## src/rtl/cdc_pkg.sv

```systemverilog
package cdc_pkg;

    localparam int SAMPLE_W = 16;
    localparam int V1_W     = 34;   // magnitude CORDIC datapath
    localparam int V2_W     = 48;   // lightness CORDIC datapath
    localparam int ROT_W    = 34;   // sine CORDIC datapath

    localparam logic [31:0] HALF_TURN    = 32'h8000_0000;
    localparam logic [31:0] QUARTER_TURN = 32'h4000_0000;
    localparam logic signed [63:0] INV_GAIN_Q30 = 64'sd652032874;
    localparam logic signed [63:0] HUE_CORR_Q32 = 64'sd136713055;
    localparam logic [16:0] ONE_Q16 = 17'd65536;

    typedef struct packed {
        logic signed [SAMPLE_W-1:0] real_part;
        logic signed [SAMPLE_W-1:0] imag_part;
    } t_cdc_in;

    typedef struct packed {
        logic [7:0] red;
        logic [7:0] green;
        logic [7:0] blue;
    } t_cdc_out;

    // atan(2^-i) as a fraction of a turn
    function automatic logic [31:0] atan_turn(input logic [4:0] i);
        logic [31:0] v;
        case (i)
            5'd0:  v = 32'd536870912;
            5'd1:  v = 32'd316933406;
            5'd2:  v = 32'd167458907;
            5'd3:  v = 32'd85004756;
            5'd4:  v = 32'd42667331;
            5'd5:  v = 32'd21354465;
            5'd6:  v = 32'd10680862;
            5'd7:  v = 32'd5340245;
            5'd8:  v = 32'd2670163;
            5'd9:  v = 32'd1335087;
            5'd10: v = 32'd667544;
            5'd11: v = 32'd333772;
            5'd12: v = 32'd166886;
            5'd13: v = 32'd83443;
            5'd14: v = 32'd41721;
            5'd15: v = 32'd20860;
            5'd16: v = 32'd10430;
            5'd17: v = 32'd5215;
            5'd18: v = 32'd2607;
            5'd19: v = 32'd1303;
            5'd20: v = 32'd651;
            5'd21: v = 32'd325;
            5'd22: v = 32'd162;
            5'd23: v = 32'd81;
            default: v = 32'd0;
        endcase
        return v;
    endfunction

endpackage

```

## src/rtl/cdc_rot_cell.sv

```systemverilog
module cdc_rot_cell import cdc_pkg::*; #(
    parameter int STAGE = 0
) (
    input  logic                    i_clk,
    input  logic                    i_en,
    input  logic signed [ROT_W-1:0] i_x,
    input  logic signed [ROT_W-1:0] i_y,
    input  logic signed [ROT_W-1:0] i_z,
    input  logic                    i_neg,
    input  logic [31:0]             i_phase,
    output logic signed [ROT_W-1:0] o_x,
    output logic signed [ROT_W-1:0] o_y,
    output logic signed [ROT_W-1:0] o_z,
    output logic                    o_neg,
    output logic [31:0]             o_phase
);

    logic signed [ROT_W-1:0] r_x, r_y, r_z, n_x, n_y, n_z, w_atan;
    logic                    r_neg;
    logic [31:0]             r_phase;

    assign w_atan = signed'(ROT_W'(atan_turn(5'(STAGE))));

    always_comb begin
        if (i_z >= 0) begin
            n_x = i_x - (i_y >>> STAGE);
            n_y = i_y + (i_x >>> STAGE);
            n_z = i_z - w_atan;
        end else begin
            n_x = i_x + (i_y >>> STAGE);
            n_y = i_y - (i_x >>> STAGE);
            n_z = i_z + w_atan;
        end
    end

    // carry the phase and sign fold alongside the rotation
    always_ff @(posedge i_clk) begin
        if (i_en) begin
            r_x     <= n_x;
            r_y     <= n_y;
            r_z     <= n_z;
            r_neg   <= i_neg;
            r_phase <= i_phase;
        end
    end

    assign o_x     = r_x;
    assign o_y     = r_y;
    assign o_z     = r_z;
    assign o_neg   = r_neg;
    assign o_phase = r_phase;

endmodule

```

## config.mk

```make
export PLATFORM = sky130hd
export DESIGN_NAME = cdc_rot_cell
export DESIGN_NICKNAME = d
export VERILOG_FILES = /design/src/rtl/cdc_pkg.sv /design/src/rtl/cdc_rot_cell.sv
export SDC_FILE = /design/constraint.sdc
export NUM_CORES = 1
export LEC_CHECK = 0
export BUFFER_PORTS_ARGS = -buffer_cell sky130_fd_sc_hd__buf_2
export CORE_UTILIZATION = 54
export CTS_CLUSTER_SIZE = 16
export DETAILED_ROUTE_END_ITERATION = 6
export PLACE_DENSITY = 0.82
export RECOVER_POWER = 50
export SYNTH_ARGS = -nofsm -noshare
export SYNTH_HDL_FRONTEND = slang
export SYNTH_SLANG_ARGS = --single-unit
```

## constraint.sdc

```tcl
create_clock -name i_clk -period 3.35 [get_ports i_clk]
set_input_delay 0.335 -clock i_clk [delete_from_list [all_inputs] [get_ports i_clk]]
set_output_delay 0.335 -clock i_clk [all_outputs]
set_load 0.02 [all_outputs]
```

==> impl_metrics.toml <==
[cells_and_area]
final_core_util = 0.6959
mostFrequentLayoutCells = "buf_2 (232), edfxtp_1 (134), a21oi_1 (127)"
area_growth_pct = 25.04
final_common_cell = "buf_2"
fin_nets = 1628
layoutNonFillerInstCount = 1628
fill_cells = 1478
drive_gt1_frac = 0.2491

[critical_path]
cp-end-kind = "flip-flop"
path_delay_family = "compound AO/OA/AOI/OAI gates"
crit_type = "in2reg"
slowest_delay_ps = 390
worstPathCellList = "buf_2 > inv_1 > ha_1 > fa_1 > nand2b_1 > a211oi_1 > o21ai_0 > a21boi_1 > a31oi_1 > o41a_1 > o21a_1 > a211oi_1 > xor2_1"
crit_top_cell = "a211oi_1"
crit_fanout = 3
arrival_ps = 3240
start_kind = "input pin"
critPathRequiredTime_ps = 3520
slowest_stage = "fa_1"
critPathBufInv = 2

[power]
ir_drop_mv = 0.3455
powerDensity_nw_per_um2 = 476.4
leakagePower_nw = 5.641
finalPower_mw = 6.016

[synthesis]
ys_ff_latch = 134
synth.distinct_cells = 77
synth_seq_area_share = 0.3984
synthesis.nets = 1313
yosysTopAreaCell = "edfxtp_1"
synth.top_cell.area_share = 0.3984
synth-edff-count = 134
synth_area_leaders = "edfxtp_1 (40%), ha_1 (13%), a21oi_1 (6.3%), xnor2_1 (4.4%), inv_1 (3.9%)"
synth_cells = 1069
syn_avg_cell_area_um2 = 9.448
syn_area_um2 = 10100
yosysWarnings = 0
ys.flop_type = "edfxtp_1"
async_reset_ff_frac = 0

[cts]
clk_pin_slew_ps = 60
cts_resized = 0
cts_setup_buffers = 0
cts_buffer_depth = 2
root_buffer = "clkbuf_16"
cts_sinks = 134
cts_hold_buf = 0
cts_tree = "done"
htree_levels = 4
numCtsBuffers = 17

[global_routing]
grt_pass1_vias = 9381
antenna_found_initial = 3
grt_max_degree = 65
grt_first_pass_wirelength_um = 49740
grtUsageTotal = 0.3313
grt_overflow_total = 0

[floorplanning]
die_area_um2 = 19250
num_io_pins = 272
start_util = 0.5565
core-area_um2 = 18150
rows = 49
die_w_um = 138.8
die_y_um = 138.8

[timing]
setup-violations-final = 0
min_period_over_period = 0.9174
worst_pin_slew_ps = 1739
hold_viol_final = 0
max_clock_freq_mhz = 325.4
fin_ws_ps = 276.7
fin_crit_ps = 3073
fin_setup_tns_ps = 0
rsz0062_at_grt = "false"
slew_viol_final = 96
slew_headroom = -0.1595

[route]
firstDrtPassIters = 7
vias_per_cell = 5.864
detail_route.wirelength_um = 31910
dr_total_vias = 9547
remaining_drc_errors = 26
ant_nets = 0
drt-initial-drc-count = 1014
wl_per_cell_um = 19.60

[worst_hold_path]
hp-start = "i_phase[0]"
hold_path_depth = 1
hold_path_end = "o_phase[0]"
hold_path.class = "in2reg"

[place]
place.port_buffers = 271
dpl.hpwl_um = 25080
dp_cells = 1594
place_ws_ps = -70.83
gp_congestion = 1.008

[flow_run]
cap_violations = 2

[run_status]
status = "complete, but fails checks"
violations = "DRC, capacitance limit, slew limit"
==> cell families (layout without fill, tap and decap cells) <==
kind of cell             Yosys count  in the layout  share of synthesized area
multiplexers                      15             15                    0.01499
AND/OR/NAND/NOR                  264            264                     0.1280
AO/OA/AOI/OAI                    333            333                     0.2068
other                              0              2                          0
adder cells (fa/ha/maj)          107            107                     0.1355
buffers and inverters            150            478                    0.05909
flip-flops                       134            134                     0.3984
XOR/XNOR                          66             66                    0.05724
==> flip-flops by register name (all words and copies together) (netlist names) <==
name and count:
o_y 33, o_x 34, o_z 34, o_phase 32, o_neg 1
==> through the flow <==
step,hold WS (ps),area [um^2]
after CTS,73.18,12690
after detailed placement,513.4,12100
after floorplan,433.9,10100
final,83.11,12630
after global placement,511.5,12100
after global routing,66.90,12630
==> worst max path at each step <==
stage / from / endpoint / slack [ps] / depth (start not counted)
2_1_floorplan: i_x[0] / o_x[32] / 510 / 12
3_3_place_gp: i_x[0] / o_x[32] / 60 / 13
3_5_place_dp: i_x[0] / o_x[32] / -70 / 13
4_1_cts: i_x[0] / o_x[32] / 330 / 13
5_1_grt: i_x[0] / o_x[32] / 60 / 13
6_report: i_x[0] / o_x[32] / 280 / 13
==> routing by layer <==
layer,share of wire,vias up,track usage
li1,-,4506,-
met1,0.40,4435,0.4115
met2,0.48,516,0.5556
met3,0.079,90,0.06285
met4,0.043,0,0.1608
met5,0,-,0
==> synth_stat cells, types with 6 or more instances <==
cell type    n
a211oi_1    17
nand2b_1    12
ha_1       103
nand3_1     15
o31ai_1     11
nor2_1      82
a21oi_1    127
nor2b_1     15
o21a_1       9
mux2i_1     14
nor3_1      21
xor2_1      15
a21o_1      23
inv_1      104
o21ai_0     64
xnor2_1     51
edfxtp_1   134
nand4_1     13
clkbuf_1    20
a211o_1      6
or3_1       12
o211ai_1    13
nand2_1     58
o21bai_1    10
nor4_1      10
buf_2       21
a31oi_1     11
==> layout make-up <==
class	instances	area [um^2]	area share
Antenna cell	2	5.005	0.0003963
Clock buffer	17	425.4	0.03369
Inverter	105	394.1	0.03121
Timing Repair Buffer	341	1849	0.1464
Sequential cell	134	4024	0.3186
Tap cell	229	286.5	0.02269
Clock inverter	15	157.7	0.01248
Multi-Input combinational cell	785	5487	0.4345
==> report_power, final <==
part	internal (mW)	switching, mW
Sequential	2.12	0.0582
Combinational	0.703	1.23
Clock	1.06	0.843
(Power assumes the default switching activity.)
